$ cat src/rtl/dbo_pkg.sv
// types and constants shared by the detection box overlay modules
package dbo_pkg;

  localparam int COORD_W  = 10;
  localparam int SCALED_W = 20;
  localparam int COLOR_W  = 16;
  localparam int SLOT_W   = 3;
  localparam int CMD_W    = 2;

  localparam logic [COLOR_W-1:0] BAR_COLOR = 16'h0000;

  // command codes carried in the input tuser
  localparam logic [CMD_W-1:0] CMD_CLEAR = 2'd0;
  localparam logic [CMD_W-1:0] CMD_LOAD  = 2'd1;
  localparam logic [CMD_W-1:0] CMD_PIXEL = 2'd2;

  // configuration register indexes
  localparam logic [2:0] REG_DISP_W  = 3'd0;
  localparam logic [2:0] REG_DISP_H  = 3'd1;
  localparam logic [2:0] REG_SRC_W   = 3'd2;
  localparam logic [2:0] REG_SRC_H   = 3'd3;
  localparam logic [2:0] REG_BAR_H   = 3'd4;
  localparam logic [2:0] REG_COLOR   = 3'd5;

  // reset values of the configuration registers
  localparam logic [COORD_W-1:0] RST_DISP_W = 10'd368;
  localparam logic [COORD_W-1:0] RST_DISP_H = 10'd448;
  localparam logic [COORD_W-1:0] RST_SRC_W  = 10'd320;
  localparam logic [COORD_W-1:0] RST_SRC_H  = 10'd240;
  localparam logic [COORD_W-1:0] RST_BAR_H  = 10'd24;
  localparam logic [COLOR_W-1:0] RST_COLOR  = 16'hE007;

  // number of quotient bits, one per divider step
  localparam int DIV_STEPS = SCALED_W;
  localparam int DIV_CNT_W = $clog2(DIV_STEPS);

  typedef enum logic [1:0] {
    SC_IDLE,
    SC_MUL,
    SC_DIV,
    SC_DONE
  } scale_state_t;

  typedef enum logic [1:0] {
    TOK_CLEAR,
    TOK_LOAD,
    TOK_PIXEL
  } tok_kind_t;

  // one scaled box on its way to a cell
  typedef struct packed {
    logic [SLOT_W-1:0]   slot;
    logic                box_ok;
    logic [SCALED_W-1:0] left;
    logic [SCALED_W-1:0] top;
    logic [SCALED_W-1:0] right;
    logic [SCALED_W-1:0] bottom;
  } dbo_box_t;

  // token that moves along the cell chain
  typedef struct packed {
    logic                vld;
    tok_kind_t           kind;
    dbo_box_t            box;
    logic [COORD_W-1:0]  x;
    logic [COORD_W-1:0]  y;
    logic [COLOR_W-1:0]  color;
    logic                draw;
    logic                hit;
  } dbo_tok_t;

endpackage

$ cat src/rtl/dbo_scale.sv
// box corner scaler: one multiply and a bit-serial divide per corner
module dbo_scale
  import dbo_pkg::*;
(
  input  logic                clk,
  input  logic                rst_n,
  input  logic                start,
  input  logic [SLOT_W-1:0]   slot,
  input  logic [COORD_W-1:0]  left,
  input  logic [COORD_W-1:0]  top,
  input  logic [COORD_W-1:0]  right,
  input  logic [COORD_W-1:0]  bottom,
  input  logic [COORD_W-1:0]  disp_w,
  input  logic [COORD_W-1:0]  disp_h,
  input  logic [COORD_W-1:0]  src_w,
  input  logic [COORD_W-1:0]  src_h,
  input  logic                take,
  output logic                busy,
  output logic                done,
  output dbo_box_t            box
);

  scale_state_t         state_r, state_nxt;
  logic [1:0]           k_r, k_nxt;
  logic [DIV_CNT_W-1:0] cnt_r, cnt_nxt;
  logic [SLOT_W-1:0]    slot_r;
  logic [COORD_W-1:0]   coord_r [4];
  logic [SCALED_W-1:0]  q_r [4];
  logic [SCALED_W-1:0]  quo_r, quo_nxt;
  logic [COORD_W-1:0]   rem_r, rem_nxt;
  logic [COORD_W-1:0]   num;
  logic [COORD_W-1:0]   divisor;
  logic [COORD_W:0]     trial;
  logic                 q_we;

  // odd corners are vertical
  assign num     = k_r[0] ? disp_h : disp_w;
  assign divisor = k_r[0] ? src_h : src_w;
  assign trial   = {rem_r, quo_r[SCALED_W-1]};

  // sequencer: next state and divider step
  always_comb begin
    state_nxt = state_r;
    k_nxt     = k_r;
    cnt_nxt   = cnt_r;
    quo_nxt   = quo_r;
    rem_nxt   = rem_r;
    q_we      = 1'b0;
    unique case (state_r)
      SC_IDLE: begin
        if (start) begin
          state_nxt = SC_MUL;
          k_nxt     = 2'd0;
        end
      end
      SC_MUL: begin
        quo_nxt   = coord_r[k_r] * num;
        rem_nxt   = '0;
        cnt_nxt   = '0;
        state_nxt = SC_DIV;
      end
      SC_DIV: begin
        if (trial >= {1'b0, divisor}) begin
          rem_nxt = COORD_W'(trial - {1'b0, divisor});
          quo_nxt = {quo_r[SCALED_W-2:0], 1'b1};
        end else begin
          rem_nxt = trial[COORD_W-1:0];
          quo_nxt = {quo_r[SCALED_W-2:0], 1'b0};
        end
        cnt_nxt = cnt_r + 1'b1;
        if (cnt_r == DIV_CNT_W'(DIV_STEPS - 1)) begin
          q_we = 1'b1;
          if (k_r == 2'd3) begin
            state_nxt = SC_DONE;
          end else begin
            k_nxt     = k_r + 1'b1;
            state_nxt = SC_MUL;
          end
        end
      end
      SC_DONE: begin
        if (take) begin
          state_nxt = SC_IDLE;
        end
      end
      default: state_nxt = SC_IDLE;
    endcase
  end

  // control registers
  always_ff @(posedge clk) begin
    if (!rst_n) begin
      state_r <= SC_IDLE;
      k_r     <= '0;
      cnt_r   <= '0;
    end else begin
      state_r <= state_nxt;
      k_r     <= k_nxt;
      cnt_r   <= cnt_nxt;
    end
  end

  // datapath registers
  always_ff @(posedge clk) begin
    quo_r <= quo_nxt;
    rem_r <= rem_nxt;
    if (state_r == SC_IDLE && start) begin
      slot_r     <= slot;
      coord_r[0] <= left;
      coord_r[1] <= top;
      coord_r[2] <= right;
      coord_r[3] <= bottom;
    end
    if (q_we) begin
      q_r[k_r] <= quo_nxt;
    end
  end

  assign busy = (state_r != SC_IDLE);
  assign done = (state_r == SC_DONE);

  // scaled box, kept only with positive width and height
  always_comb begin
    box.slot   = slot_r;
    box.left   = q_r[0];
    box.top    = q_r[1];
    box.right  = q_r[2];
    box.bottom = q_r[3];
    box.box_ok = (q_r[2] > q_r[0]) && (q_r[3] > q_r[1]);
  end

endmodule

$ cat src/rtl/dbo_cell.sv
// one chain cell: holds one box, tests passing pixels, hands the token on
module dbo_cell
  import dbo_pkg::*;
#(
  parameter int IDX              = 0,
  parameter int BORDER_THICKNESS = 2
) (
  input  logic     clk,
  input  logic     rst_n,
  input  logic     advance,
  input  dbo_tok_t tok_i,
  output dbo_tok_t tok_o
);

  localparam logic [SCALED_W:0] BT = (SCALED_W + 1)'(BORDER_THICKNESS);

  logic                valid_r;
  logic [SCALED_W-1:0] left_r, top_r, right_r, bottom_r;
  dbo_tok_t            tok_r, tok_nxt;
  logic [SCALED_W:0]   px, py, l, t, r, b;
  logic                in_x, in_y, edge_x, edge_y, hit;
  logic                mine;

  assign px = (SCALED_W + 1)'(tok_i.x);
  assign py = (SCALED_W + 1)'(tok_i.y);
  assign l  = {1'b0, left_r};
  assign t  = {1'b0, top_r};
  assign r  = {1'b0, right_r};
  assign b  = {1'b0, bottom_r};

  // border test against the stored box
  assign in_x   = (px >= l) && (px < r);
  assign in_y   = (py >= t) && (py < b);
  assign edge_x = (px < l + BT) || (px + BT >= r);
  assign edge_y = (py < t + BT) || (py + BT >= b);
  assign hit    = valid_r && in_x && in_y && (edge_x || edge_y);

  assign mine = (int'(tok_i.box.slot) == IDX);

  always_comb begin
    tok_nxt     = tok_i;
    tok_nxt.hit = tok_i.hit || (tok_i.vld && tok_i.kind == TOK_PIXEL && tok_i.draw && hit);
  end

  // token stage and box valid bit
  always_ff @(posedge clk) begin
    if (!rst_n) begin
      tok_r.vld <= 1'b0;
      valid_r   <= 1'b0;
    end else if (advance) begin
      tok_r.vld <= tok_i.vld;
      if (tok_i.vld && tok_i.kind == TOK_CLEAR) begin
        valid_r <= 1'b0;
      end else if (tok_i.vld && tok_i.kind == TOK_LOAD && mine) begin
        valid_r <= tok_i.box.box_ok;
      end
    end
  end

  // token payload and box corners
  always_ff @(posedge clk) begin
    if (advance) begin
      tok_r.kind  <= tok_nxt.kind;
      tok_r.box   <= tok_nxt.box;
      tok_r.x     <= tok_nxt.x;
      tok_r.y     <= tok_nxt.y;
      tok_r.color <= tok_nxt.color;
      tok_r.draw  <= tok_nxt.draw;
      tok_r.hit   <= tok_nxt.hit;
      if (tok_i.vld && tok_i.kind == TOK_LOAD && mine) begin
        left_r   <= tok_i.box.left;
        top_r    <= tok_i.box.top;
        right_r  <= tok_i.box.right;
        bottom_r <= tok_i.box.bottom;
      end
    end
  end

  assign tok_o = tok_r;

endmodule

$ cat src/rtl/detection_box_overlay_core.sv
// top level: config registers, box scaler, cell chain and output register
//
//   channel  direction  payload
//   in_*     slave      tuser cmd, tdata box load fields and pixel fields
//   out_*    master     tdata result pixel position and color
//   cfg_*    apb slave  six overlay registers at byte addresses 0 to 20
//
// a pixel beat passes the cell chain and the output register. pixels
// and clears enter one per cycle while in_tready is high. a box load
// holds in_tready low while one shared multiplier and 1-bit-per-cycle
// divider scale its four corners. a stalled out beat freezes the whole
// chain. rst_n clears all boxes and restores the register defaults.
module detection_box_overlay_core
  import dbo_pkg::*;
#(
  parameter int MAX_BOXES        = 8,
  parameter int BORDER_THICKNESS = 2
) (
  input  logic        clk,
  input  logic        rst_n,
  // input channel
  input  logic        in_tvalid,
  output logic        in_tready,
  input  logic [1:0]  in_tuser,   // cmd
  // box_slot, box_left, box_top, box_right, box_bottom, pixel_x, pixel_y,
  // pixel_color, one pad bit
  input  logic [79:0] in_tdata,
  // result channel
  output logic        out_tvalid,
  input  logic        out_tready,
  output logic [39:0] out_tdata,  // out_x, out_y, out_color, four pad bits
  // configuration port
  input  logic        cfg_psel,
  input  logic        cfg_penable,
  input  logic        cfg_pwrite,
  input  logic [4:0]  cfg_paddr,
  input  logic [31:0] cfg_pwdata,
  output logic [31:0] cfg_prdata,
  output logic        cfg_pready
);

  logic [COORD_W-1:0] disp_w_r, disp_h_r, src_w_r, src_h_r, bar_h_r;
  logic [COLOR_W-1:0] color_r;
  logic [2:0]         reg_idx;
  logic               cfg_we;

  logic [CMD_W-1:0]   in_cmd;
  logic [SLOT_W-1:0]  in_slot;
  logic [COORD_W-1:0] in_left, in_top, in_right, in_bottom, in_x, in_y;
  logic [COLOR_W-1:0] in_color;

  logic               advance, in_fire, slot_ok, src_ok, in_disp;
  logic               sc_start, sc_busy, sc_done;
  dbo_box_t           sc_box;
  dbo_tok_t           head;
  dbo_tok_t           chain [MAX_BOXES+1];
  dbo_tok_t           last;

  logic               out_valid_r;
  logic [COORD_W-1:0] out_x_r, out_y_r;
  logic [COLOR_W-1:0] out_color_r;

  // configuration registers
  assign reg_idx    = cfg_paddr[4:2];
  assign cfg_pready = 1'b1;
  assign cfg_we     = cfg_psel && cfg_penable && cfg_pwrite && cfg_pready;

  always_ff @(posedge clk) begin
    if (!rst_n) begin
      disp_w_r <= RST_DISP_W;
      disp_h_r <= RST_DISP_H;
      src_w_r  <= RST_SRC_W;
      src_h_r  <= RST_SRC_H;
      bar_h_r  <= RST_BAR_H;
      color_r  <= RST_COLOR;
    end else if (cfg_we) begin
      unique case (reg_idx)
        REG_DISP_W: disp_w_r <= cfg_pwdata[COORD_W-1:0];
        REG_DISP_H: disp_h_r <= cfg_pwdata[COORD_W-1:0];
        REG_SRC_W:  src_w_r  <= cfg_pwdata[COORD_W-1:0];
        REG_SRC_H:  src_h_r  <= cfg_pwdata[COORD_W-1:0];
        REG_BAR_H:  bar_h_r  <= cfg_pwdata[COORD_W-1:0];
        REG_COLOR:  color_r  <= cfg_pwdata[COLOR_W-1:0];
        default: ;
      endcase
    end
  end

  // register read back
  always_comb begin
    unique case (reg_idx)
      REG_DISP_W: cfg_prdata = 32'(disp_w_r);
      REG_DISP_H: cfg_prdata = 32'(disp_h_r);
      REG_SRC_W:  cfg_prdata = 32'(src_w_r);
      REG_SRC_H:  cfg_prdata = 32'(src_h_r);
      REG_BAR_H:  cfg_prdata = 32'(bar_h_r);
      REG_COLOR:  cfg_prdata = 32'(color_r);
      default:    cfg_prdata = '0;
    endcase
  end

  // input field unpacking
  assign in_cmd    = in_tuser;
  assign in_slot   = in_tdata[2:0];
  assign in_left   = in_tdata[12:3];
  assign in_top    = in_tdata[22:13];
  assign in_right  = in_tdata[32:23];
  assign in_bottom = in_tdata[42:33];
  assign in_x      = in_tdata[52:43];
  assign in_y      = in_tdata[62:53];
  assign in_color  = in_tdata[78:63];

  // chain moves whenever the output register can take a beat
  assign advance   = !out_valid_r || out_tready;
  assign in_tready = advance && !sc_busy;
  assign in_fire   = in_tvalid && in_tready;
  assign slot_ok   = (int'(in_slot) < MAX_BOXES);
  assign src_ok    = (src_w_r != '0) && (src_h_r != '0);
  assign in_disp   = (in_x < disp_w_r) && (in_y < disp_h_r);
  assign sc_start  = in_fire && (in_cmd == CMD_LOAD) && slot_ok && src_ok;

  dbo_scale u_scale (
    .clk    (clk),
    .rst_n  (rst_n),
    .start  (sc_start),
    .slot   (in_slot),
    .left   (in_left),
    .top    (in_top),
    .right  (in_right),
    .bottom (in_bottom),
    .disp_w (disp_w_r),
    .disp_h (disp_h_r),
    .src_w  (src_w_r),
    .src_h  (src_h_r),
    .take   (advance),
    .busy   (sc_busy),
    .done   (sc_done),
    .box    (sc_box)
  );

  // token entering the chain
  always_comb begin
    head = '0;
    if (sc_done) begin
      head.vld  = 1'b1;
      head.kind = TOK_LOAD;
      head.box  = sc_box;
    end else if (in_fire) begin
      unique case (in_cmd)
        CMD_CLEAR: begin
          head.vld  = 1'b1;
          head.kind = TOK_CLEAR;
        end
        CMD_LOAD: begin
          // zero source size empties the slot without scaling
          if (slot_ok && !src_ok) begin
            head.vld      = 1'b1;
            head.kind     = TOK_LOAD;
            head.box.slot = in_slot;
          end
        end
        CMD_PIXEL: begin
          head.vld   = 1'b1;
          head.kind  = TOK_PIXEL;
          head.x     = in_x;
          head.y     = in_y;
          head.color = (in_disp && in_y < bar_h_r) ? BAR_COLOR : in_color;
          head.draw  = in_disp && src_ok;
        end
        default: ;
      endcase
    end
  end

  assign chain[0] = head;

  // one cell per box slot
  for (genvar i = 0; i < MAX_BOXES; i++) begin : g_cell
    dbo_cell #(
      .IDX              (i),
      .BORDER_THICKNESS (BORDER_THICKNESS)
    ) u_cell (
      .clk     (clk),
      .rst_n   (rst_n),
      .advance (advance),
      .tok_i   (chain[i]),
      .tok_o   (chain[i+1])
    );
  end

  assign last = chain[MAX_BOXES];

  // output register
  always_ff @(posedge clk) begin
    if (!rst_n) begin
      out_valid_r <= 1'b0;
    end else if (advance) begin
      out_valid_r <= last.vld && (last.kind == TOK_PIXEL);
    end
  end

  always_ff @(posedge clk) begin
    if (advance) begin
      out_x_r     <= last.x;
      out_y_r     <= last.y;
      out_color_r <= last.hit ? color_r : last.color;
    end
  end

  assign out_tvalid = out_valid_r;
  assign out_tdata  = {4'b0000, out_color_r, out_y_r, out_x_r};

endmodule

$ cat config.mk
export PLATFORM = sky130hd
export DESIGN_NAME = detection_box_overlay_core
export DESIGN_NICKNAME = d
export VERILOG_FILES = /design/src/rtl/dbo_pkg.sv /design/src/rtl/dbo_scale.sv /design/src/rtl/dbo_cell.sv /design/src/rtl/detection_box_overlay_core.sv
export SDC_FILE = /design/constraint.sdc
export NUM_CORES = 2
export LEC_CHECK = 0
export ABC_CLOCK_PERIOD_IN_PS = 49800
export BUFFER_PORTS_ARGS = -buffer_cell sky130_fd_sc_hd__buf_4
export CAP_MARGIN = 20
export CORE_MARGIN = 4
export CORE_UTILIZATION = 60
export DETAILED_ROUTE_END_ITERATION = 8
export HOLD_SLACK_MARGIN = 0.15
export PLACE_DENSITY = 0.77
export SLEW_MARGIN = 20
export SYNTH_ARGS = -nofsm -noshare
export SYNTH_HDL_FRONTEND = slang
export SYNTH_SLANG_ARGS = --single-unit
$ cat constraint.sdc
create_clock -name clk -period 49.8 [get_ports clk]
set_input_delay 9.96 -clock clk [delete_from_list [all_inputs] [get_ports clk]]
set_output_delay 9.96 -clock clk [all_outputs]
set_load 0.01 [all_outputs]
==> Yosys cells after proc, flatten, opt, wreduce, memory -nomap -nowiden <==
Memories as Yosys holds them, arrays and structs flattened. A register that Yosys moved wholly into a read port is not among the register bits.
Index checks and enable logic that the tools add are counted.
{ "op_classes": {"order_cmp": 70, "bitwise": 2, "mux": 52, "n_reduce_logical": 185, "n_mul": 1, "addsub": 35, "n_eq_ne": 40} }
{ "ops": {"columns": ["op", "count"], "rows": [
  ["20-bit by 2-bit adder with 21-bit output (second input constant)", 16],
  ["21-bit by 20-bit >= comparator with 1-bit output", 16],
  ["10-bit by 21-bit < comparator with 1-bit output", 16],
  ["10-bit by 20-bit >= comparator with 1-bit output", 16],
  ["10-bit by 20-bit < comparator with 1-bit output", 16],
  ["10-bit by 2-bit adder with 11-bit output (second input constant)", 16],
  ["37-bit two-way mux", 3],
  ["1-bit logical AND", 101],
  ["16-bit one-hot mux with 6 select lines", 1],
  ["81-bit two-way mux", 1],
  ["2-bit AND reduction", 22],
  ["20-bit greater-than comparator", 2],
  ["20-bit one-hot mux with 2 select lines", 1],
  ["1-bit logical OR", 32],
  ["16-bit two-way mux", 2],
  ["10-bit < comparator", 3],
  ["10-bit two-way mux", 3],
  ["2-bit equality test (second input constant)", 13],
  ["1-bit two-way mux", 23],
  ["2-bit nonzero test", 11],
  ["2-bit by 1-bit equality test with 1-bit output (second input constant)", 10],
  ["2-bit zero test", 10],
  ["10-bit by 10-bit multiplier with 20-bit output", 1],
  ["10-bit one-hot mux with 2 select lines", 1],
  ["other kinds (24)", 49]
]} }
{ "totals": {"reg_bits": 1708, "elab_cells": 540, "ram_bits": 120, "inputBits": 126, "memories": 2} }
{ "mem_list": {"columns": ["name", "depth", "word_bits", "rd", "rd_ports_with_merged_regs", "write_ports", "line_no", "text"], "rows": [
  ["u_scale.q_r", 4, 20, 4, 0, 1, "dbo_scale.sv:28", "logic [SCALED_W-1:0] q_r [4];"],
  ["u_scale.coord_r", 4, 10, 1, 1, 4, "dbo_scale.sv:27", "logic [COORD_W-1:0] coord_r [4];"]
]} }

==> Logic depth before layout (Yosys ltp) <==
{ "logic_depth": {"depth_word": 13, "depth_mapped": 25} }

==> Hierarchy <==
Synthesis repeated with hierarchy kept, for this count alone.
{ "hier_totals": {"cells_unflattened": 6347, "area_unflattened_um2": 88900.3} }
{ "modules_own_cells": {"columns": ["mod", "cells_per_inst", "seq_area_each_um2", "area_per_inst_um2", "instances"], "rows": [
  ["dbo_cell (g_cell[1].u_cell ...)", 577, 6165.9, 8948.6, 3],
  ["dbo_cell (g_cell[5].u_cell ...)", 594, 6165.9, 9012.4, 2],
  ["dbo_scale", 951, 4614.4, 10695.3, 1],
  ["dbo_cell (g_cell[7].u_cell)", 606, 6165.9, 9100.0, 1],
  ["dbo_cell (g_cell[0].u_cell)", 586, 6165.9, 8996.1, 1],
  ["dbo_cell (g_cell[3].u_cell)", 596, 6165.9, 8977.4, 1],
  ["detection_box_overlay_core", 689, 2422.3, 6261.0, 1]
]} }

==> Least setup slack after synthesis <==
OpenSTA, ideal clock, no wires.
{ "synth_path": {"path_type": "input port to flip-flop", "start": "in out_tready", "end": "reg out_valid_r (netlist: out_tvalid)", "setup_slack_ns": 11.366, "t_arrival_ns": 38.283, "n_path_buf": 1, "setup_time_ns": 0.151, "path_stages": 5, "cell_sequence": "nor2b_1 > clkinv_1 > clkbuf_1 > o21ai_0 > and2_1"} }
{ "synth_between": {"elab_chain_len": 1} }
{ "synth_lines": {"columns": ["element", "line_no", "text"], "rows": [
  ["start: declaration", "detection_box_overlay_core.sv:30", "input logic out_tready,"],
  ["1-bit logical OR", "detection_box_overlay_core.sv:114", "assign advance = !out_valid_r || out_tready;"],
  ["net advance", "detection_box_overlay_core.sv:52", "logic advance, in_fire, slot_ok, src_ok, in_disp;"],
  ["end signal: assignment", "detection_box_overlay_core.sv:198", "out_valid_r <= last.vld && (last.kind == TOK_PIXEL);"],
  ["end: declaration", "detection_box_overlay_core.sv:59", "logic out_valid_r;"]
]} }
The timed path passes the listed nets, and every way through them passes these cells.
A chain may end at the register's enable or synchronous reset.

==> Worst setup path after layout <==
{ "layout_path": {"start": "in cfg_paddr[3]", "end": "out cfg_prdata[1]"} }
{ "layout_between": {"elab_chain_len": 2} }
{ "layout_lines": {"columns": ["element", "line_no", "text"], "rows": [
  ["start: declaration", "detection_box_overlay_core.sv:36", "input logic [4:0] cfg_paddr,"],
  ["3-bit equality test, or another cell as far along", "detection_box_overlay_core.sv:91", "unique case (reg_idx)"],
  ["16-bit one-hot mux with 6 select lines (*)", "detection_box_overlay_core.sv:91", null],
  ["end: declaration", "detection_box_overlay_core.sv:38", "output logic [31:0] cfg_prdata,"]
]} }
Every way passes the cells marked *; elsewhere a longest branch is shown, timed or not.

==> key figures <==
Global routing
  • Largest net degree at the start of global routing: 199
  • Antenna violations before repair: 5
  • Total GRT Usage: 25.3%
  • Total global routing overflow: 0
  • Number of global-route vias before repair: 51,800
  • Wire length of the first global-routing pass: 294,000 microns

Floorplan
  • Die Wd: 387 microns
  • Core area: 0.142 sq mm
  • Row Count: 138
  • Starting Density: 60.6%
  • Chip height: 387 microns
  • Ports: 201
  • Die area: 0.150 sq mm

Logic synthesis
  • Yosys reg bits: 1,830
  • Cells after Synth: 6,361
  • Sequential share of the synthesized area: 62.5%
  • Post-synth cell types: 85
  • Avg Cell Area, Syn: 13.5 sq um
  • Ys flop type: edfxtp_1
  • Warnings from Yosys: 0
  • Syn Std Cell Area: 0.0861 sq mm
  • Top-area cell type share of the netlist area: 59.9%
  • Synth top area cells: edfxtp_1 (60%), ha_1 (12%), dfxtp_1 (2.7%), inv_1 (2.4%), xnor2_1 (2.2%)
  • Cell taking the most area after synthesis: edfxtp_1
  • Post-synthesis async set-or-reset flop share: 0%
  • Post-synth EDFFs: 1,716

Placed design
  • IO buf count: 160
  • Placed Cells: 8,369
  • Post-DP HPWL: 142,000 microns
  • RePlAce Congestion: 0.970

Timing
  • Setup TNS: 0 ps
  • Pins Over Slew Limit: 0
  • Unrepaired setup endpoints after global routing: false
  • Final hold violation count: 0
  • Clock Skew: 28.0 ps
  • Final min period: 21,310 ps
  • Fmax: 46.9 MHz
  • Relative slew slack: 16.3%
  • Fin crit share: 42.8%
  • Slew @ Worst Pin: 1240 ps
  • Final setup viols: 0

Critical path
  • CP Launch Type: input port
  • Data arrival, critical path: 11,350 ps
  • Critical path cell sequence: buf_4 -> nor2b_1 -> a21oi_1 -> a21oi_1 -> buf_4
  • Crit path kind: input port to output port
  • CP Capture Type: output port
  • Worst path required time: 39,840 ps
  • Slowest cell on crit path: nor2b_1
  • Worst path max stage delay: 570 ps
  • CP max FO: 28

Drt
  • DR vias: 51,400
  • Initial DRT Pass Iterations: 6
  • ANT nets after route: 0
  • Initial DRC count: 4,058
  • Vias per inst: 5.90
  • Wire per inst: 21.9 microns
  • Wirelength, routed: 191,000 microns
  • DRC: 0

Status
  • Status: finished, final reports clean

Pwr
  • Power, Total: 3.51 mW
  • Clock network fraction of design power: 38.1%
  • PwrDens: 36.7 mW/mm^2
  • Comb power frac: 10.9%
  • Peak supply drop: 0.0447 mV
  • NetSw: 0.860 mW
  • Sequential power share: 51.0%
  • Pint: 2.65 mW
  • Leakage: 39.6 nW
  • Sw Share: 24.5%

Clocking
  • Root buf cell: clkbuf_16
  • Cts hold-fix bufs: 0
  • Setup Buffers After CTS: 0
  • Worst skew pair latency: 820 ps
  • Cts bufs inserted: 182
  • CTS tree: built
  • Post_cts resized: 0
  • Clock transition at path regs: 60 ps
  • H-tree levels: 4
  • CTS Sinks: 1,830
  • Max Buffers Root-to-Sink: 3

Finish
  • # nets final: 7,653
  • FF/Latch Area: 0.0538 sq mm
  • Fillers: 9,854
  • Multi-input combinational cell area: 0.0300 sq mm
  • Area grow syn2layout: 11.1%
  • Non-filler instance count after layout: 8,712
  • Share of layout cells above drive strength 1: 8.11%

Flow run
  • Max Cap Viol: 0

Worst hold path
  • Worst hold path type: register to register
-- layout make-up --
cell class | instances | area share (%)
antenna | 3 | 0.00785
clock buffer | 230 | 5.05
clock inverter | 107 | 1.10
inverter | 551 | 2.17
multi-input combinational | 3907 | 31.3
sequential | 1830 | 56.3
tap | 1890 | 2.47
timing repair buffer | 194 | 1.59
-- synth_stat cells (60+ instances only) --
library cell	number
fa_1	63
dfxtp_1	114
edfxtp_1	1716
nor4_1	93
xor2_1	60
nand3_1	265
nor2b_1	67
nand2_1	341
a21oi_1	216
xnor2_1	219
and2_1	119
ha_1	798
nand2b_1	67
a21o_1	81
nor2_1	340
clkbuf_1	63
nor3_1	117
mux2i_1	82
o21ai_0	192
inv_1	549
nand4_1	105
and3_1	65
-- registers in the layout, indices dropped and copies added, names as in the netlist, 16 cells and up, named ones only --
register / cells
g_cell.u_cell.left_r: 160
u_scale.quo_r: 20
out_color_r: 16
g_cell.u_cell.top_r: 160
u_scale.coord_r: 40
g_cell.u_cell.bottom_r: 160
g_cell.u_cell.tok_o: 915
u_scale.q_r: 80
g_cell.u_cell.right_r: 160
color_r: 16
-- layer usage --
layer | GRT usage (%) | vias to the layer above | part of all wire (%)
li1 | - | 24400 | -
met1 | 31.8 | 25000 | 40
met2 | 43.5 | 1607 | 50
met3 | 3.42 | 454 | 4.9
met4 | 12.0 | 6 | 5.1
met5 | 0 | - | 0.023
-- kinds of logic (layout without fill, tap and decap cells) --
logic type               Yosys count  after routing  synth area share (%)
adder cells (fa/ha/maj)          861            861                  13.1
AO/OA/AOI/OAI                    904            904                  6.90
flip-flops                      1830           1830                  62.5
buffers and inverters            643           1082                  2.90
other                              2             24               0.00872
XOR/XNOR                         279            279                  2.84
AND/OR/NAND/NOR                 1718           1718                  10.2
multiplexers                     124            124                  1.55
-- power groups by stage --
stage	Clock, mW	Combinational [mW]	Sequential (mW)
after floorplan	0	0.261	1.80
after global placement	0	0.367	1.82
after detailed placement	0	0.381	1.82
after CTS	1.36	0.384	1.79
after global routing	1.43	0.427	1.80
final	1.34	0.385	1.79
-- worst paths after layout --
path	depth (start not counted)	endpoint	startpoint	slack (ps)
setup / recovery	5	cfg_prdata[1]	cfg_paddr[3]	28490
hold / removal	0	out_x_r[7]	g_cell[7].u_cell.tok_o[35]	400
setup reg to reg	21	u_scale.q_r[1][19]	register	42050
hold reg to reg	0	out_x_r[7]	g_cell[7].u_cell.tok_o[35]	400
-- metrics by stage --
step / hold WS [ps] / cell area [sq um] / worst slack, ps / utilization [%]
global placement: 400 / 89700 / 28520 / 63.1
floorplan: 400 / 86200 / 11370 / -
CTS: 397 / 95500 / 28560 / 67.2
finish: 398 / 95600 / 28490 / 67.3
detailed placement: 405 / 89700 / 28560 / 63.1
global route: 410 / 95600 / 28360 / 67.3
-- critical path: cells and delay by family --
| family | cells | cell delay, ps |
|---|---|---|
| buffers and inverters | 2 | 440 |
| and+or+nand+nor | 1 | 570 |
| AOI/OAI and AO/OA | 2 | 390 |
-- cells in the final DEF (no fill, tap or decap), drive strengths merged, types with 17 or more instances in the layout --
cell type  instances
a31oi             38
o21a              45
clkinv            68
a22oi             18
nand3            266
nor2b             67
a21boi            37
o2111ai           21
nor2             340
nor3             117
mux2i             82
conb              21
edfxtp          1716
nand4            106
o211ai            28
mux2              39
buf              194
a21oi            216
and2             121
a2111oi           20
and4              26
o21ai            200
clkbuf           230
nand2b            67
or2               17
nor4              93
nand2            341
a21o              81
and3              65
dfxtp            114
inv              563
a211oi            32
ha               798
xor2              60
o22ai             21
fa                63
or4               24
xnor2            219
Power figures use the tool's default switching activity.
